File: src/design/bni_ram.sv
// Generic simple dual-port RAM with registered read.
`default_nettype none
module bni_ram #(
   parameter int WIDTH = 8,
   parameter int DEPTH = 16
) (
   input  wire logic                                    clock,
   input  wire logic                                    wr_en,
   input  wire logic [((DEPTH > 1) ? $clog2(DEPTH) : 1)-1:0] wr_addr,
   input  wire logic [WIDTH-1:0]                        wr_data,
   input  wire logic                                    rd_en,
   input  wire logic [((DEPTH > 1) ? $clog2(DEPTH) : 1)-1:0] rd_addr,
   output logic      [WIDTH-1:0]                        rd_data
);
   logic [WIDTH-1:0] mem [DEPTH];

   always_ff @(posedge clock) begin
      if (wr_en) begin
         mem[wr_addr] <= wr_data;
      end
      if (rd_en) begin
         rd_data <= mem[rd_addr];
      end
   end
endmodule
`default_nettype wire

File: config.mk
export PLATFORM = sky130hd
export DESIGN_NAME = bni_ram
export DESIGN_NICKNAME = d
export VERILOG_FILES = /design/src/design/bni_ram.sv
export SDC_FILE = /design/constraint.sdc
export NUM_CORES = 1
export LEC_CHECK = 0
export BUFFER_PORTS_ARGS = -buffer_cell sky130_fd_sc_hd__buf_2
export CAP_MARGIN = 10
export CORE_MARGIN = 2
export CORE_UTILIZATION = 50
export CTS_BUF_LIST = sky130_fd_sc_hd__clkbuf_8
export CTS_CLUSTER_SIZE = 10
export DETAILED_ROUTE_END_ITERATION = 10
export MAX_ROUTING_LAYER = met4
export PLACE_DENSITY = 0.71
export SLEW_MARGIN = 20
export SYNTH_ARGS = -nofsm -noshare
export SYNTH_HDL_FRONTEND = slang
export SYNTH_SLANG_ARGS = --single-unit
File: constraint.sdc
create_clock -name clock -period 2 [get_ports clock]
set_input_delay 0.4 -clock clock [delete_from_list [all_inputs] [get_ports clock]]
set_output_delay 0.4 -clock clock [all_outputs]
set_load 0.05 [all_outputs]
---- Yosys cells after proc, flatten, opt, wreduce, memory -nomap -nowiden ----
Memories as Yosys holds them, arrays and structs flattened. A register that Yosys moved wholly into a read port is not among the register bits.
Cells that the tools add are included.
storage, ports and cells
  register bits after elaboration ......... 0
  latch bits .............................. 0
  RAM bits ................................ 128
  bits in read-only memories .............. 0
  output and inout port bits .............. 8
  word-level logic and storage cells ...... 3
  memories kept ........................... 1
memories
  memory  depth  width  read ports  clocked after memory_dff  write ports  line  text
  mem     16     8      1           1                         1            15    logic [WIDTH-1:0] mem [DEPTH];
operators by class
  add/sub/neg operators ................... 0
  $mul .................................... 0
  divide/modulo/power cells ............... 0
  order comparisons ....................... 0
  equality and inequality tests ........... 0
  shift operators ......................... 0
  multiplexer cells ....................... 2
  bitwise logic cells ..................... 0
  reduce and logical (&&, ||, !) cells .... 0
operators with widths
  operator           number
  two-way mux 1 bit  2

---- Depth between registers and ports, before layout ----
  depth after elaboration ................. 2
  mapped depth ............................ 5

---- Worst setup path after synthesis ----
Ideal clock, no wire load.
  path type ............................... in2reg
  start point ............................. in wr_addr[2] (netlist name)
  end point ............................... mem mem[0][0], enable pin
  setup time .............................. 0.383 ns
  arrival time ............................ 1.510 ns
  data required time ...................... 1.617 ns
  setup slack ............................. 0.107 ns
  cell stages on the path ................. 2
  buffers on the path ..................... 0
  path through ............................ or3b_2 -> nor3_1
RTL lines
  item                line  text
  start: declaration  9     input wire logic [((DEPTH > 1) ? $clog2(DEPTH) : 1)-1:0] wr_addr,
  end: declaration    15
No word-level cell before the write port.

==> results.json <==
{
  "setup_viol_count_final": 0,
  "post-synth-top-area-fraction": 0.781,
  "die_area_sq_um": 11300,
  "clock_power_share": 0.372,
  "worst-endpoint-arrival_ns": 1.68,
  "place_congestion": 0.747,
  "detail_route.iter0.violations": 260,
  "maxUsedRoutingLayer": "met4",
  "max_slew_margin": 0.716,
  "cts_inserted_buffers": 17,
  "timing.max_cap.violations": 0,
  "area_taken_by_flip_flops_and_latches_sq_um": 4080,
  "die-width_microns": 106,
  "worst_vdd_ir_v": 0.000471,
  "achievable-frequency_mhz": 665,
  "stdcell_area_sq_um": 6040,
  "finalWorstSetupSlack_ns": 0.495,
  "clk_root_buffer_cell": "sky130_fd_sc_hd__clkbuf_8",
  "antenna-diode-count": 0,
  "floorplan.core_area_sq_um": 10200,
  "critPathKind": "input pin to flop",
  "grt_pass1_wl_microns": 14600,
  "post_cts.repair.setup_buffers": 0,
  "syn-mean-instance-area_sq_um": 22.8,
  "finalHoldViolations": 0,
  "number_of_global_route_vias_before_repair": 2501,
  "final_period_minus_worst_setup_slack_ns": 1.50,
  "flow.area_growth_from_synthesis_pct": 15.6,
  "worstHoldPathType": "input pin to flop",
  "switching_share": 0.202,
  "netlist.top_cell.by_area": "sky130_fd_sc_hd__edfxtp_1",
  "grt_use_total": 0.194,
  "cts_resized": 0,
  "tritoncts": "built",
  "power.internal_mw": 4.53,
  "route.detailed.vias_per_inst": 5.63,
  "critical_path.max_fanout": 22,
  "power_switching_mw": 1.14,
  "met3_wirelength_microns": 703,
  "routed-wl-met2_microns": 4840,
  "power.density_nw_per_um2": 939,
  "number_of_i_o_port_buffers": 26,
  "power.share.combinational": 0.060,
  "detailed_route_wire_length_on_metal_1_microns": 4020,
  "cts_hold_buffers": 0,
  "syn-num-nets": 248,
  "setup-tns-final_ns": 0,
  "grt_start_max_net_pins": 33,
  "power.static_leakage_nw": 2.06,
  "final_antenna_net_count": 0,
  "fin_skew_ns": 0.00548,
  "remaining_drc_errors": 0,
  "synthDistinctLibCells": 18,
  "grt-ovfl-total": 0,
  "worst_setup_path_end_kind": "flop",
  "die_y_microns": 106,
  "grt_setup_unrepaired": "no",
  "synth.top_cells.by_area": "sky130_fd_sc_hd__edfxtp_1 (78%), sky130_fd_sc_hd__mux4_2 (7.8%), sky130_fd_sc_hd__mux4_1 (7.0%)",
  "synth_sequential_area_ratio": 0.781,
  "final_clock_period_utilization_by_the_worst_path": 0.752,
  "cts-root-to-sink-buffers": 2,
  "worstSetupStartpointType": "input pin",
  "power.share.sequential": 0.568,
  "htreeDepth": 4,
  "clk_latency_ns": 0.42,
  "cp.required_ns": 2.17,
  "place_area_sq_um": 5670,
  "worst-slew-pin-transition_ns": 0.424,
  "cts_num_sinks": 136,
  "synth-warning-count": 0,
  "wirelength_microns": 9650,
  "yosys_register_bits": 136,
  "post-place-cells": 406,
  "dp_hpwl_microns": 6170,
  "design_power_total_mw": 5.68,
  "antenna_violations_before_repair": 0,
  "number_of_fill_cells_in_the_layout": 732,
  "floorplan.rows": 37,
  "routed_wire_length_per_instance_microns": 22.0,
  "preCtsSetupSlack_ns": 0.0611,
  "initial_util": 0.511,
  "post_route_cells_drive_above_1_share": 0.318,
  "num_io_pins": 27,
  "via_count": 2465,
  "syn-instance-count": 229,
  "path_clk_slew_ns": 0.07,
  "slew_viol_final": 0,
  "final_nets": 308,
  "status": "complete, no violations",
  "netlist_area_sq_um": 5230,
  "multi_input_comb_area_sq_um": 1060,
  "drt-pass1-iter-count": 4,
  "fin_cells": 438
}
-- cells by family after synthesis --
family | after synthesis | share of synthesized area
compound gates | 16 | 0.0230
mux | 32 | 0.148
flops | 136 | 0.781
simple gates | 35 | 0.0314
buf+inv | 10 | 0.0165
-- synth_stat cells --
cell type	count
sky130_fd_sc_hd__nand2_1	9
sky130_fd_sc_hd__buf_4	1
sky130_fd_sc_hd__mux4_2	18
sky130_fd_sc_hd__nor3_1	4
sky130_fd_sc_hd__edfxtp_1	136
sky130_fd_sc_hd__buf_6	3
sky130_fd_sc_hd__a22oi_1	16
sky130_fd_sc_hd__mux4_1	14
sky130_fd_sc_hd__nand2b_1	2
sky130_fd_sc_hd__buf_2	3
sky130_fd_sc_hd__nor2_1	13
sky130_fd_sc_hd__nand3b_1	2
sky130_fd_sc_hd__clkdlybuf4s25_2	3
sky130_fd_sc_hd__and2_1	1
sky130_fd_sc_hd__and2b_1	1
sky130_fd_sc_hd__nand3_1	1
sky130_fd_sc_hd__or3b_2	1
sky130_fd_sc_hd__nor2b_1	1
-- layer usage --
metal / up-vias / track usage
li1: 1103 / -
met1: 1269 / 0.256
met2: 87 / 0.298
met3: 6 / 0.0472
met4: 0 / 0.0733
met5: - / -
-- layout by cell type, fill, tap and decap left out, drive strengths merged --
cell	n
mux4	32
nor3	4
or3b	1
inv	2
edfxtp	136
bufinv	3
nand3	1
nor2b	1
buf	51
and2b	1
nand3b	2
nor2	13
nand2	9
nand2b	2
and2	1
a22oi	16
clkbuf	17
clkinv	10
-- power by group through the flow --
stage	combinational, mW	clock (mW)	sequential (mW)
after global placement	0.338	0	3.28
after detailed placement	0.346	0	3.29
after floorplan	0.162	0	3.33
after CTS	0.347	2.17	3.22
after global routing	0.371	2.28	3.23
final	0.342	2.11	3.22
-- metrics by stage --
| step | utilization | hold slack [ns] |
|---|---|---|
| global placement | 0.554 | 0.729 |
| CTS | 0.591 | 0.312 |
| global route | 0.591 | 0.321 |
| finish | 0.591 | 0.335 |
| floorplan | - | 0.499 |
| detailed placement | 0.554 | 0.731 |
-- final timing paths --
path	slack, ns	startpoint	end	cells past startpoint
setup / recovery	0.50	rd_addr[0]	rd_data[3]$_DFFE_PP_	5
hold / removal	0.34	rd_en	rd_data[2]$_DFFE_PP_	1
setup reg to reg	0.50	mem[0][6]$_DFFE_PP_	rd_data[6]$_DFFE_PP_	3
hold reg to reg	0.74	mem[15][3]$_DFFE_PP_	rd_data[3]$_DFFE_PP_	3
-- state kept, by name, summed over array words and instances, names as in the netlist --
name,count
mem,128
rd_data,8
-- cell type report --
| class | instances | share of cell area |
|---|---|---|
| clock buffers | 17 | 0.0387 |
| well taps | 136 | 0.0282 |
| flip-flops and latches | 136 | 0.676 |
| repair buffers | 51 | 0.0588 |
| multi-input cells | 83 | 0.175 |
| clock inverters | 15 | 0.0236 |
-- critical path: stages --
cell and delay (ns):
sky130_fd_sc_hd__buf_2 0.14, sky130_fd_sc_hd__buf_12 0.22, sky130_fd_sc_hd__mux4_1 0.57, sky130_fd_sc_hd__a22oi_1 0.26, sky130_fd_sc_hd__nand2_1 0.08
Power figures use the tool's default switching activity.
