===== src/design/bni_pkg.sv =====
// Shared types and constants for the batch normalization inference block.
`default_nettype none
package bni_pkg;

   localparam int CHANNELS = 256;
   localparam int ADDR_W = (CHANNELS > 1) ? $clog2(CHANNELS) : 1;

   // restoring divide: 63 quotient bits; bitwise square root: 32 root bits
   localparam int DIV_STEPS = 63;
   localparam int SQRT_STEPS = 32;
   localparam int CNT_W = $clog2(DIV_STEPS);

   localparam logic CSR_SCALE_FACTOR = 1'b0;
   localparam logic CSR_EPSILON = 1'b1;

   localparam logic KIND_LOAD = 1'b0;
   localparam logic KIND_DATA = 1'b1;

   typedef struct packed {
      logic               zero;
      logic        [31:0] inv;
      logic signed [31:0] shift;
   } entry_type;

   typedef struct packed {
      logic              en;
      logic [ADDR_W-1:0] addr;
      entry_type         data;
   } wr_type;

   typedef enum logic [1:0] {
      ST_IDLE,
      ST_DIV,
      ST_SQRT,
      ST_WRITE
   } load_state_type;

endpackage
`default_nettype wire


===== src/design/bni_datapath.sv =====
// Data pipeline: subtract shift, multiply by inverse std, round and saturate.
`default_nettype none
module bni_datapath (
   input  wire logic                clock,
   input  wire logic                reset,
   input  wire logic                in_valid,
   input  wire logic [7:0]          in_channel,
   input  wire logic signed [15:0]  in_sample,
   input  wire bni_pkg::entry_type  entry,
   output logic                     stage_ready,
   output logic                     rsp_valid,
   input  wire logic                rsp_ready,
   output logic signed [15:0]       rsp_normalized,
   output logic [7:0]               rsp_out_channel,
   output logic                     rsp_zero_divisor,
   output logic                     rsp_saturated
);
   import bni_pkg::*;

   logic v1_ff, v2_ff, v3_ff, v4_ff;
   logic en1, en2, en3, en4;

   logic [7:0]         ch1_ff, ch2_ff, ch3_ff;
   logic signed [15:0] x1_ff;
   logic [31:0]        mag2_ff, inv2_ff;
   logic               neg2_ff, zero2_ff, neg3_ff, zero3_ff;
   logic [63:0]        p3_ff;

   logic signed [32:0] xs, sh, diff, mag_full;
   logic [64:0]        pr;
   logic [33:0]        q;
   logic [15:0]        y;
   logic               sat;

   assign en4 = !v4_ff || rsp_ready;
   assign en3 = !v3_ff || en4;
   assign en2 = !v2_ff || en3;
   assign en1 = !v1_ff || en2;
   assign stage_ready = en1;

   always_comb begin
      xs = {{9{x1_ff[15]}}, x1_ff, 8'd0};
      sh = {entry.shift[31], entry.shift};
      diff = xs - sh;
      mag_full = diff[32] ? -diff : diff;
   end

   always_comb begin
      pr = {1'b0, p3_ff} + (65'd1 << 30);
      q = pr[64:31];
      sat = 1'b0;
      if (neg3_ff) begin
         if (q > 34'd32768) begin
            sat = 1'b1;
            y = 16'h8000;
         end else begin
            y = ~q[15:0] + 16'd1;
         end
      end else begin
         if (q > 34'd32767) begin
            sat = 1'b1;
            y = 16'h7FFF;
         end else begin
            y = q[15:0];
         end
      end
      if (zero3_ff) begin
         y = '0;
         sat = 1'b0;
      end
   end

   always_ff @(posedge clock) begin
      if (reset) begin
         v1_ff <= 1'b0;
         v2_ff <= 1'b0;
         v3_ff <= 1'b0;
         v4_ff <= 1'b0;
      end else begin
         if (en1) v1_ff <= in_valid;
         if (en2) v2_ff <= v1_ff;
         if (en3) v3_ff <= v2_ff;
         if (en4) v4_ff <= v3_ff;
      end
   end

   always_ff @(posedge clock) begin
      if (en1) begin
         ch1_ff <= in_channel;
         x1_ff <= in_sample;
      end
      if (en2) begin
         ch2_ff <= ch1_ff;
         mag2_ff <= mag_full[31:0];
         neg2_ff <= diff[32];
         inv2_ff <= entry.inv;
         zero2_ff <= entry.zero;
      end
      if (en3) begin
         ch3_ff <= ch2_ff;
         p3_ff <= mag2_ff * inv2_ff;
         neg3_ff <= neg2_ff;
         zero3_ff <= zero2_ff;
      end
      if (en4) begin
         rsp_out_channel <= ch3_ff;
         rsp_normalized <= y;
         rsp_zero_divisor <= zero3_ff;
         rsp_saturated <= sat;
      end
   end

   assign rsp_valid = v4_ff;
endmodule
`default_nettype wire

===== config.mk =====
export PLATFORM = sky130hd
export DESIGN_NAME = bni_datapath
export DESIGN_NICKNAME = d
export VERILOG_FILES = /design/src/design/bni_pkg.sv /design/src/design/bni_datapath.sv
export SDC_FILE = /design/constraint.sdc
export NUM_CORES = 2
export LEC_CHECK = 0
export ABC_CLOCK_PERIOD_IN_PS = 10800
export BUFFER_PORTS_ARGS = -buffer_cell sky130_fd_sc_hd__clkbuf_2
export CELL_PAD_IN_SITES_DETAIL_PLACEMENT = 0
export CELL_PAD_IN_SITES_GLOBAL_PLACEMENT = 1
export CORE_ASPECT_RATIO = 1.75
export CORE_UTILIZATION = 30
export CTS_CLUSTER_DIAMETER = 200
export CTS_CLUSTER_SIZE = 10
export DETAILED_ROUTE_END_ITERATION = 16
export PLACE_DENSITY_LB_ADDON = 0.1
export SLEW_MARGIN = 10
export SYNTH_ARGS = -nofsm -noshare
export SYNTH_HDL_FRONTEND = slang
export SYNTH_SLANG_ARGS = --single-unit

===== constraint.sdc =====
create_clock -name clock -period 10.8 [get_ports clock]
set_clock_uncertainty 0.05 [all_clocks]
set_input_delay 2.16 -clock clock [delete_from_list [all_inputs] [get_ports clock]]
set_output_delay 2.16 -clock clock [all_outputs]
set_load 0.05 [all_outputs]

# Word level (Yosys, flattened, before mapping)
# Index checks and enable logic that the tools add are counted.
# totals
reg_bits	202
latch_bits	0
ramBits	0
rom_bits	0
in_bits	93
out_inout_bits	28
elab_cells	42
n_memories	0
# op_classes
n_addsub	4
n_mul	1
div	0
n_lt_le_gt_ge	2
n_eq_ne	0
shift	0
muxes	7
n_bitwise	1
n_reduce_logical	8
# op_table
cell	n
$add 64x31->65 const B	1
$mul 32x32->64	1
$mux 16	3
$gt 34x15->1 const B	1
$gt 34x16->1 const B	1
$sub 24x32->33	1
$mux 32	1
$neg 32->32	1
$add 16x1->16 const B	1
$not 16->16	1
$logic_not 1->1	4
$logic_or 1x1->1	4
$mux 1	3

# Depth between registers and ports, before layout
# depth
depth_word	5
mapped_depth	28

# Worst setup path before layout
# Ideal clock, no wire load.
# synth_path
path_type	register -> register
start	register mag2_ff[10]
end	register p3_ff[59] (data pin)
arrival_time_ns	7.266
slack_ns	3.227
stages_incl_launch_ff	26
n_path_buf	1
synth_period_minus_slack_ns	7.573
cell_sequence	edfxtp_1 > clkbuf_1 > and2_1 > fa_1 > inv_1 > fa_1 > inv_1 > fa_1 > inv_1 > fa_1 > inv_1 > fa_1 > fa_1 > fa_1 > fa_1 > ha_1 > and4_1 > nand3_1 > a211oi_1 > nand3_1 > a211o_1 > a2111oi_0 > nor4_1 > o21ai_0 > a31oi_1 > xnor2_1
# synth_via
elab_chain_cells	1
# synth_lines
item	line_no	text
start: declaration	bni_datapath.sv:25	logic [31:0] mag2_ff, inv2_ff;
start signal: assignment	bni_datapath.sv:94	mag2_ff <= mag_full[31:0];
$mul 32x32->64	bni_datapath.sv:101	p3_ff <= mag2_ff * inv2_ff;
end signal: assignment	bni_datapath.sv:101	
end: declaration	bni_datapath.sv:27	logic [63:0] p3_ff;
# Every way passes these cells.
# A chain may end at the register's enable or synchronous reset.

# Worst setup path after layout
# layout_path
start	register mag2_ff[23]
end	register p3_ff[59] (data pin)
# Same word-level chain as after synthesis.

==> summary.md <==
| Metric | Value |
|---|---|
| Hold/Removal Path Class | `reg -> reg` |
| Crit Path Category | `reg -> reg` |
| Die W | `283 um` |
| Placed cells | `6,178` |
| H-tree Lvls | `4` |
| Final worst-path cycle share | `89.6%` |
| Skew-Pair Late Insertion Delay | `570 ps` |
| Mapped Cells | `4,343` |
| Most common cell after layout, fill and taps aside | `inv_1` |
| Largest net degree at the start of global routing | `49` |
| Routed Antenna Nets | `0` |
| Residual DRC | `0` |
| Fin crit period | `9680 ps` |
| WHS | `373 ps` |
| Met2 WL | `93.0 mm` |
| Total negative slack | `0 ps` |
| Seq cells post-synth | `172` |
| CP endpoint kind | `flip-flop` |
| FF-to-FF setup slack | `1120 ps` |
| Layout cells sized above 1 | `6.92%` |
| Number of global-route vias before repair | `34,300` |
| Post-route insts no fill | `6,213` |
| YS warnings | `0` |
| Ys async rst share | `0%` |
| Syn avg cell area | `9.55 um^2` |
| First-pass GRT wire length | `228 mm` |
| WHS Endpoint | `ch3_ff[7]$_DFFE_PP_` |
| Highest metal used | `met5` |
| R2r endpoint | `p3_ff[59]$_DFFE_PP_` |
| Reg2Reg Launch Point | `mag2_ff[23]$_DFFE_PP_` |
| Fin. Hold Viols | `0` |
| CP max-delay cell | `a2111oi_0` |
| CTS Buffer Depth | `2` |
| Final core utilization | `32.8%` |
| Outcome | `complete, no violations` |
| Critical Path AT | `9900 ps` |
| Port Buf Inserts | `120` |
| Mapped Nets | `5,619` |
| CP most frequent cell | `fa_1` |
| Via Count | `29,700` |
| Synthesized area | `41,500 um^2` |
| CTS root buffer | `clkbuf_16` |
| Worst Reg2Reg Path Length in Cells | `21` |
| Starting Density | `30.2%` |
| Final WL | `155 mm` |
| Crit-path max FO | `24` |
| # clock sinks | `172` |
| Setup Fix Bufs, Post-CTS | `0` |
| Detailed Place HPWL | `130 mm` |
| IO Pins | `121` |
| Routed vias/inst | `4.77` |
| RSZ-0062 raised after global routing | `no` |
| Drt pass-1 iters | `5` |
| Core Rows | `180` |
| Clock transition at path regs | `120 ps` |
| EDFF count, synth | `168` |
| CP startpoint kind | `flip-flop` |
| Wire length on met3 | `2.86 mm` |
| Die ar. | `140,000 um^2` |
| Worst slew pin tran | `1140 ps` |
| Crit-path cells | `buf_4 -> nand2_1 -> fa_1 -> fa_1 -> fa_1 -> fa_1 -> inv_1 -> fa_1 -> fa_1 -> fa_1 -> fa_1 -> ha_1 -> nand4_1 -> a211oi_1 -> nand3_1 -> a211o_1 -> a2111oi_0 -> nor4_1 -> o21ai_0 -> a31oi_1 -> xnor2_1` |
| Worst slew margin | `24.1%` |
| Setup violations, final | `0` |
| CP required | `11,020 ps` |
| TritonCTS clock tree | `yes` |
| Wire length on met1 | `48.1 mm` |
| P&R area growth vs syn | `8.68%` |
| Routability cong. | `0.847` |
| Congestion Overflow GR | `0` |
| Routed length per placed instance | `24.9 um` |
| Die Height | `494 um` |
| Unique masters post-synth | `83` |
| Seq/Total Area, Yosys | `12.4%` |
| WHS Path Cells | `0` |
| Max Fclk | `103 MHz` |
| CP peak stage delay | `990 ps` |
| GRT Resource Usage Total | `22.9%` |
| Most frequent cells in the layout | `905 x inv_1, 895 x fa_1, 613 x and2_1` |
| CTS buffer count | `17` |
| Main synth FF type | `edfxtp_1` |
| Final net count | `5,653` |
| MaxCap Viol Count | `0` |
| Critical hold path startpoint | `ch2_ff[7]$_DFFE_PP_` |
| Core Region | `137,000 um^2` |
| Antenna violations before repair | `7` |
| WP buf/inv | `2` |
| Crit-path leading delay family | `adder cells` |
| Final Max Tran Viols | `0` |
| Post-CTS sizing | `0` |
| CTS Hold Bufs | `0` |
| DRT iter0 DRCs | `1,029` |
## metal layers
layer	vias up	track usage, %
li1	13200	-
met1	15700	20.5
met2	532	47.9
met3	243	1.84
met4	2	14.4
met5	-	0
## cells in the mapped netlist (6+ instances only)
library cell | number | area (um^2)
a21oi_1 | 119 | 596
a21o_1 | 35 | 263
inv_1 | 906 | 3400
o211ai_1 | 7 | 52.6
or3_1 | 7 | 43.8
nor3_1 | 22 | 110
xor2_1 | 35 | 307
nor4_1 | 8 | 50.1
nand2_1 | 504 | 1890
a221oi_1 | 7 | 61.3
nand4_1 | 38 | 238
fa_1 | 895 | 17900
clkbuf_1 | 218 | 818
a31oi_1 | 12 | 75.1
o22ai_1 | 6 | 37.5
o21bai_1 | 11 | 82.6
nor2b_1 | 14 | 87.6
o31ai_1 | 9 | 67.6
a211oi_1 | 9 | 67.6
nor2_1 | 84 | 315
and3_1 | 22 | 138
xnor2_1 | 65 | 569
o21ai_0 | 62 | 310
ha_1 | 288 | 3600
mux2i_1 | 14 | 140
o21a_1 | 7 | 52.6
nand2b_1 | 11 | 68.8
and2_1 | 613 | 3830
edfxtp_1 | 168 | 5040
nand3_1 | 39 | 195
## state kept, by name, summed over array words and instances (netlist names), 16 cells and up
register	flops
rsp_normalized	16
x1_ff	16
p3_ff	34
mag2_ff	32
inv2_ff	32
## metrics by stage
stage | instance area [um^2] | worst slack (ps)
after floorplan | 41500 | 3230
after global placement | 44400 | 1150
after detailed placement | 44400 | 1130
after CTS | 45100 | 1080
after global routing | 45100 | 791
final | 45100 | 1120
## cell type report
cell class | count | area, um^2
fillers | 14500 | 92300
multi-input cells | 3038 | 32100
flip-flops and latches | 172 | 5120
inverters | 906 | 3400
well taps | 1820 | 2280
repair buffers | 242 | 1530
clock buffers | 17 | 425
clock inverters | 15 | 218
diodes | 3 | 7.51
## worst reg2reg max path, stage by stage, from the launching register on
cell       delay, ps
edfxtp_1         960
buf_4            560
nand2_1          220
fa_1             520
fa_1             540
fa_1             560
fa_1             530
inv_1             50
fa_1             550
fa_1             430
fa_1             510
fa_1             410
ha_1             610
nand4_1          220
a211oi_1         250
nand3_1          140
a211o_1          370
a2111oi_0        990
nor4_1           230
o21ai_0          370
a31oi_1          160
xnor2_1          150
## kinds of logic (layout without fill, tap and decap cells)
kind of cell,Yosys count,in the layout,synth area share (%)
xor+xnor,101,101,2.18
other cells,0,3,0
simple gates,1399,1399,17.7
flops,172,172,12.4
compound gates,338,338,5.19
fa+ha+maj,1183,1183,51.9
buf+inv,1133,1180,10.3
mux,17,17,0.419
## worst max-delay path by stage
| stage | start | end | slack (ps) | cells past startpoint |
|---|---|---|---|---|
| after floorplan | mag2_ff[10]$_DFFE_PP_ | p3_ff[59]$_DFFE_PP_ | 3230 | 25 |
| after global placement | mag2_ff[23]$_DFFE_PP_ | p3_ff[59]$_DFFE_PP_ | 1150 | 21 |
| after detailed placement | mag2_ff[23]$_DFFE_PP_ | p3_ff[59]$_DFFE_PP_ | 1130 | 21 |
| after CTS | mag2_ff[23]$_DFFE_PP_ | p3_ff[59]$_DFFE_PP_ | 1080 | 21 |
| after global routing | mag2_ff[23]$_DFFE_PP_ | p3_ff[59]$_DFFE_PP_ | 790 | 21 |
| final | mag2_ff[23]$_DFFE_PP_ | p3_ff[59]$_DFFE_PP_ | 1120 | 21 |
Power is not shown: default switching activity piles up to over one toggle a cycle in this logic, so the estimate is an artifact.
