===== src/design/bni_pkg.sv =====
// Shared types and constants for the batch normalization inference block.
`default_nettype none
package bni_pkg;

   localparam int CHANNELS = 256;
   localparam int ADDR_W = (CHANNELS > 1) ? $clog2(CHANNELS) : 1;

   // restoring divide: 63 quotient bits; bitwise square root: 32 root bits
   localparam int DIV_STEPS = 63;
   localparam int SQRT_STEPS = 32;
   localparam int CNT_W = $clog2(DIV_STEPS);

   localparam logic CSR_SCALE_FACTOR = 1'b0;
   localparam logic CSR_EPSILON = 1'b1;

   localparam logic KIND_LOAD = 1'b0;
   localparam logic KIND_DATA = 1'b1;

   typedef struct packed {
      logic               zero;
      logic        [31:0] inv;
      logic signed [31:0] shift;
   } entry_type;

   typedef struct packed {
      logic              en;
      logic [ADDR_W-1:0] addr;
      entry_type         data;
   } wr_type;

   typedef enum logic [1:0] {
      ST_IDLE,
      ST_DIV,
      ST_SQRT,
      ST_WRITE
   } load_state_type;

endpackage
`default_nettype wire


===== src/design/bni_stats.sv =====
// Load unit: scaled mean, divisor, iterative divide and square root per channel.
`default_nettype none
module bni_stats (
   input  wire logic                      clock,
   input  wire logic                      reset,
   input  wire logic                      start,
   input  wire logic [bni_pkg::ADDR_W-1:0] channel,
   input  wire logic signed [15:0]        stat_mean,
   input  wire logic [15:0]               stat_variance,
   input  wire logic [15:0]               scale_factor,
   input  wire logic [15:0]               epsilon,
   output logic                           busy,
   output bni_pkg::wr_type                wr
);
   import bni_pkg::*;

   load_state_type state_ff, state_in;
   logic [CNT_W-1:0]  cnt_ff, cnt_in;
   logic [ADDR_W-1:0] addr_ff;
   logic signed [31:0] shift_ff;
   logic [31:0] d_ff;
   logic        zero_ff;
   logic [32:0] rem_ff, rem_in;
   logic [62:0] quo_ff, quo_in;
   logic [63:0] n_ff, n_in, root_ff, root_in, bit_ff;

   logic [31:0] d_in;
   logic signed [32:0] shift_full;
   logic [32:0] r_sh;
   logic        qbit;
   logic [63:0] t;

   // largest value 65535 * 65536 still fits in 32 bits
   assign d_in = {16'd0, stat_variance} * {16'd0, scale_factor} + {16'd0, epsilon};
   assign shift_full = stat_mean * $signed({1'b0, scale_factor});

   // one restoring divide step; only bit 62 of the dividend 2^62 is set
   always_comb begin
      r_sh = {rem_ff[31:0], (cnt_ff == CNT_W'(DIV_STEPS - 1))};
      qbit = (r_sh >= {1'b0, d_ff});
      rem_in = qbit ? (r_sh - {1'b0, d_ff}) : r_sh;
      quo_in = {quo_ff[61:0], qbit};
   end

   // one square root step
   always_comb begin
      t = root_ff + bit_ff;
      if (n_ff >= t) begin
         n_in = n_ff - t;
         root_in = (root_ff >> 1) + bit_ff;
      end else begin
         n_in = n_ff;
         root_in = root_ff >> 1;
      end
   end

   always_comb begin
      state_in = state_ff;
      case (state_ff)
         ST_IDLE: begin
            if (start) begin
               state_in = (d_in == 32'd0) ? ST_WRITE : ST_DIV;
            end
         end
         ST_DIV: begin
            if (cnt_ff == '0) begin
               state_in = ST_SQRT;
            end
         end
         ST_SQRT: begin
            if (cnt_ff == '0) begin
               state_in = ST_WRITE;
            end
         end
         ST_WRITE: state_in = ST_IDLE;
         default:  state_in = ST_IDLE;
      endcase
   end

   always_comb begin
      busy = (state_ff != ST_IDLE);
      wr.en = (state_ff == ST_WRITE);
      wr.addr = addr_ff;
      wr.data.zero = zero_ff;
      wr.data.inv = root_ff[31:0];
      wr.data.shift = shift_ff;
   end

   always_comb begin
      cnt_in = cnt_ff - CNT_W'(1);
      if (state_ff == ST_IDLE) begin
         cnt_in = CNT_W'(DIV_STEPS - 1);
      end else if (state_ff == ST_DIV && cnt_ff == '0) begin
         cnt_in = CNT_W'(SQRT_STEPS - 1);
      end
   end

   always_ff @(posedge clock) begin
      if (reset) begin
         state_ff <= ST_IDLE;
      end else begin
         state_ff <= state_in;
      end
   end

   always_ff @(posedge clock) begin
      cnt_ff <= cnt_in;
      case (state_ff)
         ST_IDLE: begin
            addr_ff <= channel;
            shift_ff <= shift_full[31:0];
            d_ff <= d_in;
            zero_ff <= (d_in == 32'd0);
            rem_ff <= '0;
            quo_ff <= '0;
            root_ff <= '0;
         end
         ST_DIV: begin
            rem_ff <= rem_in;
            quo_ff <= quo_in;
            if (cnt_ff == '0) begin
               n_ff <= {1'b0, quo_in};
               root_ff <= '0;
               bit_ff <= 64'd1 << 62;
            end
         end
         ST_SQRT: begin
            n_ff <= n_in;
            root_ff <= root_in;
            bit_ff <= bit_ff >> 2;
         end
         default: begin
         end
      endcase
   end
endmodule
`default_nettype wire


===== config.mk =====
export PLATFORM = sky130hd
export DESIGN_NAME = bni_stats
export DESIGN_NICKNAME = d
export VERILOG_FILES = /design/src/design/bni_pkg.sv /design/src/design/bni_stats.sv
export SDC_FILE = /design/constraint.sdc
export NUM_CORES = 2
export LEC_CHECK = 0
export ABC_AREA = 1
export BUFFER_PORTS_ARGS = -buffer_cell sky130_fd_sc_hd__buf_2
export CORE_ASPECT_RATIO = 0.7
export CORE_MARGIN = 2
export CORE_UTILIZATION = 56
export DETAILED_ROUTE_END_ITERATION = 6
export PLACE_DENSITY_LB_ADDON = 0.12
export SLEW_MARGIN = 15
export SYNTH_ARGS = -nofsm -noshare
export SYNTH_HDL_FRONTEND = slang
export SYNTH_SLANG_ARGS = --single-unit

===== constraint.sdc =====
create_clock -name clock -period 12.4 [get_ports clock]
set_clock_uncertainty 0.2 [all_clocks]
set_input_delay 1.86 -clock clock [delete_from_list [all_inputs] [get_ports clock]]
set_output_delay 1.86 -clock clock [all_outputs]
set_load 0.005 [all_outputs]

* After elaboration in Yosys (flattened, before gate mapping)
Index checks and enable logic that the tools add are counted.
** Word-level totals
- Flip-flop bits (word level) :: 367
** Operators by class
- Reductions and logical operators :: 13
- Multiply operators :: 2
- Magnitude comparators :: 2
- Muxes and demuxes :: 17
- Equality and inequality tests :: 8
- Add/sub/neg operators :: 6
** Operators with widths (count)
- $mux 64 :: 5
- $pmux 64 s2 :: 2
- $pmux 64 s3 :: 1
- $pmux 62 s2 :: 1
- $add 63x64->64 :: 1
- $add 64x64->64 :: 1
- $ge 64x64->1 :: 1
- $pmux 32 s2 :: 1
- $sub 64x64->64 :: 1
- $ge 33x32->1 :: 1
- $add 32x16->32 :: 1
- $logic_not 32->1 :: 1
- $mul 16x16->32 :: 1
- $mul 16x17->32 :: 1
- $mux 32 :: 1
- $sub 32x32->32 :: 1
- $mux 2 :: 4
- $ne 2x2->1 const B :: 4
- $pmux 2 s4 :: 1
- $eq 6x6->1 const B :: 1
- $logic_not 6->1 :: 1
- $mux 6 :: 1
- $reduce_and 3->1 :: 2
- $reduce_bool 2->1 :: 3
- other kinds (8) :: 10

* Longest topological paths before layout
- Word-level depth :: 6
- Mapped depth :: 35
- Depth with buffers taken out :: 33

* Least setup slack after synthesis
OpenSTA, ideal clock, no wires.
- Kind :: register to register
- From :: register root_ff[12]
- To :: register n_ff[0] (enable)
- Clock period less this slack :: 8.700 ns
- Data required time :: 11.635 ns
- Cell stages (with the launch flop) :: 26
- Data arrival time :: 7.935 ns
- Path buffers :: 1
- Path slack :: 3.700 ns
- Cell sequence :: edfxtp_1 ha_1 nand2_1 o21ai_0 nor2_1 a21oi_1 nand2_1 nand2_1 nand2_1 nand2_1 nand2_1 nand2_1 a21oi_1 xor2_1 ha_1 nand2_1 nor2_1 inv_2 nor2_1 nand2_1 nor2_2 nand4_1 nand3_4 nor2_4 buf_2 nor3_1
** Between the ends
- Word-level cells in the longest chain between the ends :: 4
** Ends and longest elaborated chain
- start, declared :: RTL line bni_stats.sv:25 : logic [63:0] n_ff, n_in, root_ff, root_in, bit_ff;
- start signal, assigned :: RTL line bni_stats.sv:129 : root_ff <= root_in;
- $add 64x64->64 :: RTL line bni_stats.sv:47 : t = root_ff + bit_ff;
- $ge 64x64->1 :: RTL line bni_stats.sv:48 : if (n_ff >= t) begin
- $ne 2x2->1 (no source line)
- $reduce_and 3->1 (no source line)
- end signal, assigned :: RTL line bni_stats.sv:122 : n_ff <= {1'b0, quo_in};
- end signal, assigned :: RTL line bni_stats.sv:128 : n_ff <= n_in;
- end, declared :: RTL line bni_stats.sv:25
No other way between the ends.
A chain may end at the register's enable or synchronous reset.

* Final worst setup path
- From :: input port scale_factor[4]
- To :: register shift_ff[18], data pin
** Between the ends
- Word-level cells in the longest chain between the ends :: 1
** Ends and longest elaborated chain
- start, declared :: RTL line bni_stats.sv:10 : input wire logic [15:0] scale_factor,
- $mul 16x17->32 :: RTL line bni_stats.sv:35 : assign shift_full = stat_mean * $signed({1'b0, scale_factor});
- named net shift_full[18] :: RTL line bni_stats.sv:28 : logic signed [32:0] shift_full;
- end signal, assigned :: RTL line bni_stats.sv:111 : shift_ff <= shift_full[31:0];
- end, declared :: RTL line bni_stats.sv:20 : logic signed [31:0] shift_ff;
The timed path passes the listed nets, and every way through them passes these cells.

==> summary.md <==
| Metric | Value |
|---|---|
| Status | `finished, final reports clean` |
| Max-slew violations | `0` |
| Vias in the first global route | `37100` |
| Syn nets | `6996` |
| Seq cells post-synth | `335` |
| Ys Warns | `0` |
| CTS buffer count | `39` |
| Hold Violations, Final | `0` |
| CTS Hold Bufs | `0` |
| DR WL/cell | `19.0 um` |
| HPWL after DPL | `111 mm` |
| Largest net degree at the start of global routing | `83` |
| Startpoint Class | `primary input` |
| RSZ-0062 raised after global routing | `false` |
| Clock transition at path regs | `0.07 ns` |
| Clock network latency to the later pin of the worst-skew pair | `0.61 ns` |
| First-pass GRT wire length | `214 mm` |
| Setup TNS | `0 ns` |
| CP Capture Type | `flip-flop` |
| CTS tree | `yes` |
| Synth cell types | `58` |
| Final WL | `137 mm` |
| Max Cap Viol | `0` |
| Slew HR | `9.36%` |
| # resized after CTS | `0` |
| Remaining Overflow, GRT | `0` |
| Port Buffers | `149` |
| Sequential-to-total area share from yosys stat | `22.2%` |
| HP Class | `reg -> reg` |
| Reg2reg start | `root_ff[22]` |
| Ratio of cells with drive above 1 in the final layout | `5.15%` |
| Core Area | `79200 um^2` |
| Crit share post-route | `66.9%` |
| Maximum root-to-sink buffer count | `3` |
| Critical path type | `in -> reg` |
| Nets | `7003` |
| Detailed-route via count | `39600` |
| Max Clock Freq | `121 MHz` |
| Final setup viols | `0` |
| H-tree depth | `2` |
| Seq. cell area | `9980 um^2` |
| Initial Util | `56.9%` |
| Number of synthesized flops with an enable pin | `327` |
| WP data arrival | `8.35 ns` |
| Multi-input gate area | `28900 um^2` |
| Global placer's final weighted congestion | `0.994` |
| Worst setup startpoint | `scale_factor[4]` |
| Fill cells | `7536` |
| Area growth syn-to-layout | `5.86%` |
| Gate Count Post-Synth | `6123` |
| First-pass DRT Iterations | `6` |
| Hold Crit Start | `cnt_ff[0]` |
| Die area | `82800 um^2` |
| Post-route ant nets | `0` |
| Setup Fix Bufs, Post-CTS | `0` |
| Top FF cell, synth | `edfxtp_1` |
| Syn Std Cell Area | `45100 um^2` |
| IO Pins | `150` |
| Core Rows | `86` |
| Worst EP required | `12.45 ns` |
| Initial antenna violation count | `2` |
| GRT Util Overall | `33.5%` |
| Post-Syn Area per Cell | `7.36 um^2` |
| Root buffer cell | `clkbuf_16` |
| DR iter-0 viols | `4292` |
| Die width | `343 um` |
| Final min period | `8.29 ns` |
| DRC viols | `0` |
| Post-synth ARST share | `0%` |
| CTS sink cnt | `335` |
| Crit path max fanout | `32` |
| Worst slew pin tran | `1.35 ns` |
| Die Y | `241 um` |
| Via/cell ratio | `5.49` |
==> cells by family (layout without fill, tap and decap cells) <==
family                     after synthesis  after routing  synth area share [%]
other                                    0              2                     0
AOI/OAI and AO/OA                      785            785                  9.87
xor gates and xnor gates               192            192                  3.73
DFF                                    335            335                  22.2
and+or+nand+nor                       2418           2418                  21.5
buffers and inverters                 1595           1630                  13.8
adders and majority gates              798            798                  28.9
==> worst max-delay path, stage by stage <==
cell      delay [ns]
buf_2           0.66
nand2_1         0.18
fa_1            0.60
fa_1            0.42
inv_1           0.07
ha_1            0.13
inv_1           0.05
fa_1            0.47
inv_1           0.05
fa_1            0.55
fa_1            0.42
ha_1            0.37
nand2_1         0.13
o21ai_0         1.06
a21boi_1        0.22
o21ai_0         0.79
xor2_1          0.31
==> cells in the final DEF (no fill, tap or decap), drive strengths merged, types with 107 or more instances in the layout <==
cell type     n
xnor2       107
fa          406
buf         160
nand2      1627
nand3       184
a21oi       305
o21ai       332
nor2        462
edfxtp      327
ha          392
inv        1403
==> routing by layer <==
layer	part of all wire [%]	GRT usage, %	up-vias
met4	0.95	4.21	2
li1	-	-	18900
met5	0.014	0	-
met3	14	12.3	96
met2	35	40.8	1828
met1	50	55.3	18800
==> area by class of cell <==
| cell class | instances | area share [%] |
|---|---|---|
| antenna | 2 | 0.0105 |
| inverter | 1401 | 11.0 |
| clock inverter | 26 | 0.811 |
| tap | 1056 | 2.77 |
| clock buffer | 43 | 2.08 |
| sequential | 335 | 20.9 |
| timing repair buffer | 160 | 1.74 |
| multi-input combinational | 4193 | 60.6 |
==> state kept, by name (all words and copies together) (netlist names) <==
name      count
rem_ff       32
d_ff         32
root_ff      64
quo_ff       62
state_ff      2
bit_ff       32
shift_ff     32
zero_ff       1
addr_ff       8
n_ff         64
cnt_ff        6
==> final timing paths <==
kind / end / slack (ns) / depth (start not counted)
max: shift_ff[18] / 4.11 / 17
min: cnt_ff[0] / 0.27 / 1
max reg2reg: n_ff[63] / 5.05 / 21
min reg2reg: cnt_ff[0] / 0.27 / 1
==> per-stage QoR <==
stage          hold WS (ns)  setup WS, ns  utilization [%]  instance area, um^2  instances
6_report              0.271          4.11             60.2                47700       7216
5_1_grt               0.307          3.89             60.2                47700       7215
4_1_cts               0.277          4.46             60.2                47700       7214
3_5_place_dp          0.268          3.85             58.5                46300       7145
3_3_place_gp          0.223          3.87             58.5                46300       7145
2_1_floorplan         0.212          3.70                -                45100       6123
==> synth_stat cells, types with 10 or more instances <==
library cell	n	share of area (%)
nand2_1	1619	13
inv_1	1392	12
nor2_1	454	3.8
fa_1	406	18
ha_1	392	11
edfxtp_1	327	22
a21oi_1	277	3.1
o21ai_0	269	3.0
nand3_1	182	2.0
clkbuf_1	137	1.1
xnor2_1	107	2.1
xor2_1	85	1.7
o21ai_1	58	0.64
nor3_1	50	0.56
buf_4	39	0.65
nand4_1	39	0.54
o21bai_1	30	0.50
a21o_1	27	0.45
a21oi_2	27	0.52
a31oi_1	24	0.33
or2_2	20	0.28
nor4_1	13	0.18
nand3b_1	11	0.18
o21a_1	11	0.18
a21boi_0	10	0.17
Power is not shown: default switching activity piles up to over one toggle a cycle in this logic, so the estimate is an artifact.
